$ cat src/hw/rtl/cfd_pkg.sv
// ----------------------------------------------------------------------------
// Command frame decoder package
// Codes, constants and the decoded-frame record shared by the decoder modules.
// ----------------------------------------------------------------------------
`default_nettype none

package cfd_pkg;

    localparam int unsigned FRAME_LEN = 13;
    localparam int unsigned CNT_W     = 4;

    // Input command codes
    localparam logic [1:0] CMD_BYTE   = 2'd0;
    localparam logic [1:0] CMD_LIMIT1 = 2'd1;
    localparam logic [1:0] CMD_LIMIT2 = 2'd2;

    localparam logic [7:0] HDR_BYTE   = 8'hFF;
    localparam logic [7:0] TRL_BYTE   = 8'hEF;
    localparam logic [7:0] OPT_ON     = 8'h11;
    localparam logic [7:0] DIR_REV    = 8'h10;
    localparam logic [7:0] MID_LIMIT1 = 8'h0F;
    localparam logic [7:0] MID_LIMIT2 = 8'hF0;
    localparam logic [7:0] STAT_EDGE  = 8'hFF;

    localparam logic [7:0] RATE_RST   = 8'd230;
    localparam logic [7:0] DUTY_RST   = 8'd255;

    localparam int unsigned TDATA_W   = 48;

    typedef struct packed {
        logic       ok;        // complete frame with good header and trailer
        logic       adc;
        logic       led;
        logic       en;
        logic       dir_set;
        logic       dir_val;
        logic [7:0] rate;
        logic [7:0] duty;
        logic [7:0] dac_high;
        logic [7:0] dac_low;
    } frame_dec_t;

endpackage

`default_nettype wire

$ cat src/hw/rtl/cfd_frame.sv
// ----------------------------------------------------------------------------
// Command frame decoder: frame assembly
// Stores received bytes, tracks the byte position and decodes a full frame.
// ----------------------------------------------------------------------------
`default_nettype none

module cfd_frame (
    input  wire                     clk,
    input  wire                     rst_n,
    input  wire                     wr_en,
    input  wire  [7:0]              rx_byte,
    output cfd_pkg::frame_dec_t     dec
);

    logic [7:0]                store_reg [cfd_pkg::FRAME_LEN];
    logic [cfd_pkg::CNT_W-1:0] count_reg;
    logic [cfd_pkg::CNT_W-1:0] count_next;
    logic [cfd_pkg::CNT_W-1:0] idx;
    logic [cfd_pkg::CNT_W-1:0] idx_inc;
    logic [7:0]                first_byte;
    logic                      frame_end;

    always_comb
    begin
        idx = (count_reg >= cfd_pkg::CNT_W'(cfd_pkg::FRAME_LEN)) ? '0 : count_reg;
        // byte 0 may be the one arriving now
        first_byte = (idx == '0) ? rx_byte : store_reg[0];
        idx_inc    = (first_byte == cfd_pkg::HDR_BYTE) ? idx + 1'b1 : '0;
        frame_end  = (idx_inc == cfd_pkg::CNT_W'(cfd_pkg::FRAME_LEN));
        count_next = frame_end ? '0 : idx_inc;
    end

    always_ff @(posedge clk or negedge rst_n)
    begin
        if (!rst_n)
        begin
            count_reg <= '0;
        end
        else if (wr_en)
        begin
            count_reg <= count_next;
        end
    end

    always_ff @(posedge clk)
    begin
        if (wr_en)
        begin
            store_reg[idx] <= rx_byte;
        end
    end

    // The closing byte is the one arriving now; all others are stored.
    always_comb
    begin
        dec.ok       = frame_end
                       && (store_reg[1] == cfd_pkg::HDR_BYTE)
                       && (store_reg[11] == cfd_pkg::TRL_BYTE)
                       && (rx_byte == cfd_pkg::TRL_BYTE);
        dec.adc      = (store_reg[2] == cfd_pkg::OPT_ON);
        dec.led      = (store_reg[3] == cfd_pkg::OPT_ON);
        dec.en       = (store_reg[4] == cfd_pkg::OPT_ON);
        dec.dir_set  = (store_reg[5] == cfd_pkg::OPT_ON) || (store_reg[5] == cfd_pkg::DIR_REV);
        dec.dir_val  = (store_reg[5] == cfd_pkg::DIR_REV);
        dec.rate     = store_reg[6];
        dec.duty     = store_reg[7];
        dec.dac_high = store_reg[9];
        dec.dac_low  = store_reg[10];
    end

endmodule

`default_nettype wire

$ cat src/hw/rtl/cfd_ctrl.sv
// ----------------------------------------------------------------------------
// Command frame decoder: control levels and result register
// Applies decoded frames and limit events to the drive levels and holds the
// result, stepping through the four bytes of a status message.
// ----------------------------------------------------------------------------
`default_nettype none

module cfd_ctrl (
    input  wire                           clk,
    input  wire                           rst_n,
    input  wire                           advance,
    input  wire  [1:0]                    command,
    input  wire  cfd_pkg::frame_dec_t     dec,
    output logic                          out_free,
    output logic                          m_tvalid,
    input  wire                           m_tready,
    output logic [cfd_pkg::TDATA_W-1:0]   m_tdata,  // led_on, motor_enable, motor_direction,
                                                    // step_rate_reload[7:0], pwm_duty[7:0],
                                                    // dac_write, dac_high[7:0], dac_low[7:0],
                                                    // adc_request, tx_byte[7:0], zero pad
    output logic                          m_tuser,  // tx_valid
    output logic                          m_tlast
);

    logic       led_reg, led_next;
    logic       en_reg, en_next;
    logic       dir_reg, dir_next;
    logic [7:0] rate_reg, rate_next;
    logic [7:0] duty_reg, duty_next;

    logic       out_valid_reg;
    logic       dac_w_reg, dac_w_next;
    logic [7:0] dac_high_reg, dac_high_next;
    logic [7:0] dac_low_reg, dac_low_next;
    logic       adc_reg, adc_next;
    logic       tx_reg, tx_next;
    logic [7:0] mid_reg, mid_next;
    logic [1:0] beat_reg;

    logic       is_last;
    logic [7:0] tx_byte;
    logic       good_frame;

    assign is_last  = !tx_reg || (beat_reg == 2'd3);
    assign out_free = !out_valid_reg || (m_tready && is_last);
    assign good_frame = (command == cfd_pkg::CMD_BYTE) && dec.ok;

    always_comb
    begin
        led_next      = led_reg;
        en_next       = en_reg;
        dir_next      = dir_reg;
        rate_next     = rate_reg;
        duty_next     = duty_reg;
        dac_w_next    = 1'b0;
        dac_high_next = '0;
        dac_low_next  = '0;
        adc_next      = 1'b0;
        tx_next       = 1'b0;
        mid_next      = cfd_pkg::MID_LIMIT1;
        case (command)
            cfd_pkg::CMD_LIMIT1:
            begin
                if (!dir_reg)
                begin
                    en_next  = 1'b0;
                    dir_next = 1'b1;
                    tx_next  = 1'b1;
                    mid_next = cfd_pkg::MID_LIMIT1;
                end
            end
            cfd_pkg::CMD_LIMIT2:
            begin
                if (dir_reg)
                begin
                    en_next  = 1'b0;
                    dir_next = 1'b0;
                    tx_next  = 1'b1;
                    mid_next = cfd_pkg::MID_LIMIT2;
                end
            end
            default:
            begin
                if (good_frame)
                begin
                    adc_next   = dec.adc;
                    led_next   = dec.led;
                    dac_w_next = dec.led;
                    if (dec.led)
                    begin
                        dac_high_next = dec.dac_high;
                        dac_low_next  = dec.dac_low;
                    end
                    en_next = dec.en;
                    if (dec.en && dec.dir_set)
                    begin
                        dir_next = dec.dir_val;
                    end
                    rate_next = dec.rate;
                    duty_next = dec.duty;
                end
            end
        endcase
    end

    always_ff @(posedge clk or negedge rst_n)
    begin
        if (!rst_n)
        begin
            led_reg       <= 1'b0;
            en_reg        <= 1'b0;
            dir_reg       <= 1'b0;
            rate_reg      <= cfd_pkg::RATE_RST;
            duty_reg      <= cfd_pkg::DUTY_RST;
            out_valid_reg <= 1'b0;
            tx_reg        <= 1'b0;
            beat_reg      <= '0;
        end
        else if (advance)
        begin
            led_reg       <= led_next;
            en_reg        <= en_next;
            dir_reg       <= dir_next;
            rate_reg      <= rate_next;
            duty_reg      <= duty_next;
            out_valid_reg <= 1'b1;
            tx_reg        <= tx_next;
            beat_reg      <= '0;
        end
        else if (out_valid_reg && m_tready)
        begin
            // advance the status message, or drop the delivered result
            if (is_last)
            begin
                out_valid_reg <= 1'b0;
            end
            else
            begin
                beat_reg <= beat_reg + 1'b1;
            end
        end
    end

    always_ff @(posedge clk)
    begin
        if (advance)
        begin
            dac_w_reg    <= dac_w_next;
            dac_high_reg <= dac_high_next;
            dac_low_reg  <= dac_low_next;
            adc_reg      <= adc_next;
            mid_reg      <= mid_next;
        end
    end

    always_comb
    begin
        if (!tx_reg)
        begin
            tx_byte = '0;
        end
        else if ((beat_reg == 2'd1) || (beat_reg == 2'd2))
        begin
            tx_byte = mid_reg;
        end
        else
        begin
            tx_byte = cfd_pkg::STAT_EDGE;
        end
    end

    // levels only change when the next item enters, so read them directly
    assign m_tvalid = out_valid_reg;
    assign m_tdata  = {3'b000, tx_byte, adc_reg, dac_low_reg, dac_high_reg, dac_w_reg,
                       duty_reg, rate_reg, dir_reg, en_reg, led_reg};
    assign m_tuser  = tx_reg;
    assign m_tlast  = is_last;

endmodule

`default_nettype wire

$ cat src/hw/rtl/command_frame_decoder.sv
// ----------------------------------------------------------------------------
// Command frame decoder
// Assembles 13-byte command frames and drives LED, DAC, motor and PWM levels;
// limit events stop the motor and send a 4-byte status message.
// ----------------------------------------------------------------------------
// Use:
//   Slave side: one transfer per item; s_tuser is the command (received byte,
//   limit one edge, limit two sample), s_tdata the received byte.
//   Master side: one transfer per result; every result carries the current
//   drive levels; m_tuser flags a status byte, m_tlast ends the item.
//   An accepted item waits in the input register until the result register is
//   free; its first result is then loaded there and offered to the receiver.
//   Throughput is one item per cycle while m_tready is high and each item
//   gives one result; a firing limit event takes four result transfers.
//   While the receiver stalls, the result holds and one more item may be
//   taken into the input register, after which s_tready drops.
//   Reset clears the byte position, the LED, motor and PWM levels (rate 230,
//   duty 255) and both valid flags; frame bytes stay, and need no clearing.
// ----------------------------------------------------------------------------
`default_nettype none

module command_frame_decoder (
    input  wire                          clk,
    input  wire                          rst_n,
    input  wire                          s_tvalid,
    output logic                         s_tready,
    input  wire  [7:0]                   s_tdata,  // rx_byte[7:0]
    input  wire  [1:0]                   s_tuser,  // command[1:0]
    output logic                         m_tvalid,
    input  wire                          m_tready,
    output logic [cfd_pkg::TDATA_W-1:0]  m_tdata,  // led_on, motor_enable, motor_direction,
                                                   // step_rate_reload[7:0], pwm_duty[7:0],
                                                   // dac_write, dac_high[7:0], dac_low[7:0],
                                                   // adc_request, tx_byte[7:0], zero pad
    output logic                         m_tuser,  // tx_valid
    output logic                         m_tlast
);

    logic                in_valid_reg;
    logic [1:0]          in_cmd_reg;
    logic [7:0]          in_byte_reg;
    logic                out_free;
    logic                advance;
    cfd_pkg::frame_dec_t dec;

    assign advance  = in_valid_reg && out_free;
    assign s_tready = !in_valid_reg || out_free;

    always_ff @(posedge clk or negedge rst_n)
    begin
        if (!rst_n)
        begin
            in_valid_reg <= 1'b0;
        end
        else if (s_tready)
        begin
            in_valid_reg <= s_tvalid;
        end
    end

    always_ff @(posedge clk)
    begin
        if (s_tready && s_tvalid)
        begin
            in_cmd_reg  <= s_tuser;
            in_byte_reg <= s_tdata;
        end
    end

    cfd_frame u_frame (
        .clk     (clk),
        .rst_n   (rst_n),
        .wr_en   (advance && (in_cmd_reg == cfd_pkg::CMD_BYTE)),
        .rx_byte (in_byte_reg),
        .dec     (dec)
    );

    cfd_ctrl u_ctrl (
        .clk      (clk),
        .rst_n    (rst_n),
        .advance  (advance),
        .command  (in_cmd_reg),
        .dec      (dec),
        .out_free (out_free),
        .m_tvalid (m_tvalid),
        .m_tready (m_tready),
        .m_tdata  (m_tdata),
        .m_tuser  (m_tuser),
        .m_tlast  (m_tlast)
    );

endmodule

`default_nettype wire

$ cat config.mk
export PLATFORM = sky130hd
export DESIGN_NAME = command_frame_decoder
export DESIGN_NICKNAME = d
export VERILOG_FILES = /design/src/hw/rtl/cfd_pkg.sv /design/src/hw/rtl/cfd_frame.sv /design/src/hw/rtl/cfd_ctrl.sv /design/src/hw/rtl/command_frame_decoder.sv
export SDC_FILE = /design/constraint.sdc
export NUM_CORES = 1
export LEC_CHECK = 0
export BUFFER_PORTS_ARGS = -buffer_cell sky130_fd_sc_hd__buf_2
export CORE_AREA = 2 2 109 111
export CTS_CLUSTER_SIZE = 12
export DETAILED_ROUTE_END_ITERATION = 6
export DIE_AREA = 0 0 111 113
export PLACE_DENSITY = 0.69
export REMOVE_ABC_BUFFERS = 1
export SETUP_SLACK_MARGIN = 0.02
export SKIP_CTS_REPAIR_TIMING = 1
export SLEW_MARGIN = 20
export SYNTH_ARGS = -nofsm -noshare
export SYNTH_HDL_FRONTEND = slang
export SYNTH_SLANG_ARGS = --single-unit
$ cat constraint.sdc
create_clock -name clk -period 3.3 [get_ports clk]
set_clock_uncertainty 0.15 [all_clocks]
set_input_delay 0.495 -clock clk [delete_from_list [all_inputs] [get_ports clk]]
set_output_delay 0.495 -clock clk [all_outputs]
set_load 0.1 [all_outputs]
==> metrics.cfg, run 1 <==
[worst_setup_path]
cp.required_ps=3450
cp_max_fo=17
ff2ff_path_depth=9
arrival_ps=3190
path_class=flop to flop
cp-start-kind=flop
worstSetupEndpointType=flop

[yosys]
synth.avg_cell_area_sq_um=16.7
async_flop_share=0.192
synth-edff-count=118
synth_cell_types=46
synth-seq-cells=146
netlist_area_sq_um=5600
ys.flop_type=edfxtp_1
synth-seq-area-share=0.761
postSynthCellCount=335
synth_warnings=0

[grt]
grt_pass1_wl_um=15000
grt_antenna_before_repair=0
track_usage=0.163
overflow=0
grt_pass1_vias=2880
grt_max_degree=29

[cells_and_area]
n_antenna_cell=0
fill_cells=813
design_area_sq_um=6710
largest_register_ffs=88
final_cells=569
regArea_sq_um=4260
drive_gt1_frac=0.340
area_growth_pct=19.9
nets=435
multi_input_area_sq_um=1140

[power_and_ir_drop]
p_total_mw=6.00
peakVddDrop_mv=1.42
power_density_nw_per_um2=895
p_leak_nw=2.55

[timing]
post-route-min-period_ps=3040
worstMarginPinSlew_ps=651
setup_ws_ps=261
finalSetupViolations=0
fmax_mhz=329
final-hold-violation-count=0
slew_violations=0
fin_crit_sh=0.921
fin_hold_ws_ps=101
rsz0062_at_grt=no
max_slew_margin=0.557

[place]
dpl.hpwl_um=6200
postPlaceCellArea_sq_um=6050
port_buffers=62
placedCellCount=536
pre_cts_ws_ps=294
globalplace.congestion=0.881

[run_status]
status=finished, final reports clean

[drt]
antenna_left=0
viasPerCell=5.18
met3_length_um=566
met1Wirelength_um=4160
wire_per_inst_um=16.7
drc=0
wirelength_um=9520
first_pass_iters=5
wl_met2_um=4620
top_layer=met4
dr_total_vias=2945
drtIter0Drc=186

[clock_tree]
cts_buffers=17
clk_latency_ps=420
cts.htree.levels=4
tritoncts=yes
cts_sinks=146
clock_path_buffers=2
clk_pin_slew_worst_paths_ps=60
ctsRootBufferMaster=clkbuf_16

[flow_run]
drv_cap=0

[hold_path]
worstHoldPathType=primary input to flop
min_path_cells=1

[die]
ios=66
die-area_sq_um=12500
initial_core_util=0.496
chipWidth_um=111
fp.dieH_um=113
placementRows=39
fp.coreArea_sq_um=11300

## cell type report
type | count | area share
multi-input cells | 156 | 0.170
inverters | 15 | 0.00839
repair buffers | 77 | 0.0634
flip-flops and latches | 146 | 0.635
clock inverters | 13 | 0.0313
clock buffers | 19 | 0.0645
well taps | 143 | 0.0267
## power by group
group | switching, mW | total [mW] | internal (mW)
Clock | 0.710 | 2.05 | 1.34
Combinational | 1.45 | 1.68 | 0.234
Sequential | 0.0773 | 2.27 | 2.19
## cells in the mapped netlist (4+ instances only)
cell type / n / area (sq um)
edfxtp_1: 118 / 3540
and2_1: 22 / 138
mux2_2: 17 / 191
dfrtp_1: 15 / 375
inv_1: 15 / 56.3
nand2_1: 15 / 56.3
buf_4: 14 / 105
dfstp_2: 13 / 342
nor2_1: 11 / 41.3
ha_1: 8 / 100
nor4_1: 8 / 50.1
nand4_1: 7 / 43.8
nand3_1: 6 / 30.0
nor4b_1: 6 / 52.6
a22o_1: 4 / 35.0
and3_1: 4 / 25.0
clkbuf_1: 4 / 15.0
nand2b_1: 4 / 25.0
o21ai_0: 4 / 20.0
## worst max-delay path: stages, from the launching register on
cell and delay (ps):
dfrtp_1 560, nand2_1 120, and2_1 210, ha_1 240, or3b_1 370, a211oi_2 260, nand3_1 190, nor4_4 170
buf_4 280, mux2_2 360
## cell usage in the layout, fill, tap and decap left out, drive strengths merged, types with 5 or more instances in the layout
master    count
and2         22
buf          76
bufinv        5
clkbuf       19
clkinvlp      5
dfrtp        15
dfstp        13
edfxtp      118
ha            8
inv          17
mux2         17
nand2        15
nand3         6
nand4         7
nor2         11
nor4         10
nor4b         6
o21ai         5
## path summary, 6_finish.rpt
check	start	slack, ps	endpoint
worst max-delay path	u_frame.count_reg[2]$_DFFE_PN0P_	260	u_ctrl.rate_reg[4]$_DFFE_PN0P_
max in group asynchronous	rst_n	2100	in_valid_reg$_DFFE_PN0N_
worst min-delay path	s_tdata[5]	100	in_byte_reg[5]$_DFFE_PP_
min in group asynchronous	rst_n	480	u_ctrl.rate_reg[0]$_DFFE_PN0P_
worst min register to register	u_frame.store_reg[6][7]$_DFFE_PP_	330	u_ctrl.rate_reg[7]$_DFFE_PN1P_
worst max register to register	u_frame.count_reg[2]$_DFFE_PN0P_	260	u_ctrl.rate_reg[4]$_DFFE_PN0P_
## routing by layer
metal,GRT usage,up-vias
met1,0.212,1434
met3,0.0498,16
li1,-,1401
met2,0.254,94
met4,0.0783,0
met5,0,-
## per-stage QoR
stage               TNS [ps]  utilization
finish                     0        0.595
global route               0        0.595
CTS                        0        0.594
detailed placement         0        0.537
global placement           0        0.537
floorplan             -57370            -
## cell families after synthesis
kind of cell               after synthesis  synth area share
adders and majority gates                8            0.0179
DFF                                    146             0.761
muxes                                   21            0.0420
and+or+nand+nor                         97             0.106
buffers and inverters                   35            0.0356
xor gates and xnor gates                 1           0.00157
other                                    1          0.000670
AOI/OAI and AO/OA                       26            0.0351
Note: power is estimated with default switching activity, not from simulation.
==> run 2, diff against run 1 <==
- ABC_AREA: default -> 1
- CORE_AREA: 2 2 109 111 -> 2 2 112 114
- DIE_AREA: 0 0 111 113 -> 0 0 114 116
- GPL_TIMING_DRIVEN: default -> 0
- PLACE_DENSITY: 0.69 -> 0.68
==> run 2 against run 1 <==
  * Combinational power down 25%
  * Clock-buffer cell count up 2
  * Register-to-register slack better by 70 ps
  * Critical endpoint is now u_frame.store_reg[4][4]$_DFFE_PP_
  * Synthesized cell count up 25%
  * Global-route usage down 0.65 points
  * Wire length up 2.4%
  * Fmax up 2.5%
  * Worst hold slack better by 8.9 ps
  * Via count up 6.7%
  * Die area up 5.4%
==> metrics.cfg, run 2 <==
[run_status]
status=finished, final reports clean  ; unchanged

[die]
chipWidth_um=114  ; was 111 um
die-area_sq_um=13200  ; was 12500 sq um
fp.coreArea_sq_um=11900  ; was 11300 sq um
placementRows=40  ; was 39
initial_core_util=0.490  ; was 0.496
fp.dieH_um=116  ; was 113 um
ios=66  ; unchanged

[power_and_ir_drop]
p_clk_frac=0.359  ; was 0.342
p_int_mw=3.62  ; was 3.77 mW
p_leak_nw=2.76  ; was 2.55 nW
p_sw_mw=1.88  ; was 2.23 mW
peakVddDrop_mv=0.427  ; was 1.42 mV
p_total_mw=5.50  ; was 6.00 mW
switching_share=0.342  ; was 0.372
comb_power_share=0.229  ; was 0.280
power_density_nw_per_um2=801  ; was 895 nW/um^2
pwr-share-seq=0.413  ; was 0.378

[yosys]
synth.avg_cell_area_sq_um=14.0  ; was 16.7 sq um
ys.flop_type=edfxtp_1  ; unchanged
synth_warnings=0  ; unchanged
synthTopCellsByArea=edfxtp_1, dfrtp_1, dfstp_2  ; unchanged
postSynthCellCount=418  ; was 335
synth_top_area_frac=0.607  ; was 0.633
async_flop_share=0.192  ; unchanged
synth-seq-area-share=0.730  ; was 0.761
yosysMostFrequentCell=edfxtp_1  ; unchanged
synth_cell_types=37  ; was 46
synth-edff-count=118  ; unchanged
synth.largest_area_cell=edfxtp_1  ; unchanged
netlist_area_sq_um=5840  ; was 5600 sq um
synthTopCellsByCount=edfxtp_1, inv_1, nand2_1  ; was edfxtp_1, and2_1, mux2_2
synth-seq-cells=146  ; unchanged

[drt]
wirelength_um=9740  ; was 9520 um
dr_total_vias=3143  ; was 2945
antenna_left=0  ; unchanged
drtIter0Drc=231  ; was 186
first_pass_iters=4  ; was 5
viasPerCell=4.88  ; was 5.18
wire_per_inst_um=15.1  ; was 16.7 um
drc=0  ; unchanged

[timing]
fin_crit_sh=0.899  ; was 0.921
rsz0062_at_grt=no  ; unchanged
slew_violations=0  ; unchanged
fmax_mhz=337  ; was 329 MHz
final-hold-violation-count=0  ; unchanged
setup_ws_ps=335  ; was 261 ps
fin_setup_tns_ps=0  ; unchanged
worstMarginPinSlew_ps=1000  ; was 651 ps
max_slew_margin=0.330  ; was 0.557
post-route-min-period_ps=2970  ; was 3040 ps
finalSetupViolations=0  ; unchanged

[flow_run]
drv_cap=0  ; unchanged

[worst_setup_path]
ff2ff_path_depth=9  ; unchanged
worstSetupEndpointType=flop  ; unchanged
cp_max_fo=13  ; was 17
cp.required_ps=3210  ; was 3450 ps
arrival_ps=2880  ; was 3190 ps
cp-start-kind=flop  ; unchanged
path_class=flop to flop  ; unchanged

[clock_tree]
ctsRootBufferMaster=clkbuf_16  ; unchanged
tritoncts=yes  ; unchanged
cts_sinks=146  ; unchanged
clock_path_buffers=2  ; unchanged
cts.htree.levels=4  ; unchanged
clk_pin_slew_worst_paths_ps=50  ; was 60 ps
clk_latency_ps=410  ; was 420 ps
cts_buffers=17  ; unchanged

[cells_and_area]
drive_gt1_frac=0.344  ; was 0.340
nets=506  ; was 435
largest_register_ffs=88  ; unchanged
area_growth_pct=17.6  ; was 19.9%
n_antenna_cell=0  ; unchanged
final_cells=644  ; was 569
final_cell_mix=edfxtp_1, inv_1, buf_2  ; was edfxtp_1, buf_2, and2_1
final_common_cell=edfxtp_1  ; unchanged
fill_cells=940  ; was 813

[place]
pre_cts_ws_ps=-120  ; was 294 ps
placedCellCount=610  ; was 536
dpl.hpwl_um=6020  ; was 6200 um
globalplace.congestion=0.820  ; was 0.881
port_buffers=62  ; unchanged

[hold_path]
min_path_cells=1  ; unchanged
worstHoldPathType=primary input to flop  ; unchanged

[grt]
grt_pass1_vias=3016  ; was 2880
track_usage=0.157  ; was 0.163
grt_pass1_wl_um=15200  ; was 15000 um
overflow=0  ; unchanged
grt_max_degree=34  ; was 29
grt_antenna_before_repair=0  ; unchanged

[run 2: changes by cell type after synthesis, moves of 5 or more]
cell,delta
nor2_4,+12
o21ai_2,+16
mux2_2,-16
and2_1,-22
nor2_1,+20
nand2_2,+17
nor3_1,+7
nor4_1,-5
inv_1,+56
nand2_1,+30
[run 2: power by group through the flow]
stage	logic, mW	clock network [mW]	registers, mW
after floorplan	0.594	0	2.73
after global placement	1.22	0	2.30
after detailed placement	1.24	0	2.31
after CTS	1.24	2.01	2.28
after global routing	1.31	2.08	2.29
final	1.26	1.97	2.27
[run 2: worst paths after layout]
check / startpoint / slack [ps] / endpoint
worst min-delay path: s_tdata[1] / 110 / in_byte_reg[1]$_DFFE_PP_
worst max register to register: u_ctrl.beat_reg[0]$_DFFE_PN0P_ / 330 / u_frame.store_reg[4][4]$_DFFE_PP_
worst max-delay path: u_ctrl.beat_reg[0]$_DFFE_PN0P_ / 330 / u_frame.store_reg[4][4]$_DFFE_PP_
min in group asynchronous: rst_n / 500 / u_frame.count_reg[2]$_DFFE_PN0P_
max in group asynchronous: rst_n / 2060 / u_ctrl.m_tvalid$_DFFE_PN0P_
worst min register to register: u_ctrl.duty_reg[2]$_DFFE_PN1P_ / 320 / u_ctrl.duty_reg[2]$_DFFE_PN1P_
[run 2: kinds of logic (layout without fill, tap and decap cells)]
group                    after synthesis  in the layout  synth area share
multiplexers                           1              1           0.00193
flip-flops                           146            146             0.730
AND/OR/NAND/NOR                      137            138             0.132
buffers and inverters                 92            168            0.0744
other                                  1              3          0.000642
adder cells (fa/ha/maj)                8              8            0.0171
AO/OA/AOI/OAI                         33             33            0.0448
[run 2: layer usage]
metal / up-vias / wire (um) / global-route usage
met5: - / 0 / 0
met4: 0 / 193 / 0.0732
met3: 19 / 511 / 0.0439
met2: 100 / 4950 / 0.262
met1: 1507 / 4090 / 0.191
li1: 1517 / - / -
[run 2: layout make-up]
class | count | area [sq um] | area share
Inverter | 73 | 277 | 0.0403
Tap cell | 147 | 184 | 0.0268
Clock buffer | 21 | 460 | 0.0671
Multi-Input combinational cell | 183 | 1210 | 0.176
Clock inverter | 11 | 159 | 0.0231
Timing Repair Buffer | 63 | 320 | 0.0466
Sequential cell | 146 | 4260 | 0.620
[run 2: critical path, cell delays in order, from the launching register on]
cell and delay, ps:
dfrtp_1 360, ha_1 150, nor2_1 60, nand2_1 80, nand2_1 160, nor2_4 440, nand2_1 470, inv_1 310
nand2_1 110, nor2_2 330
[run 2: per-stage QoR]
step	util	area, sq um	hold slack (ps)
floorplan	-	5690	49.4
global placement	0.519	6180	311
detailed placement	0.519	6180	316
CTS	0.571	6800	-37.2
global route	0.576	6870	90.5
finish	0.576	6870	109
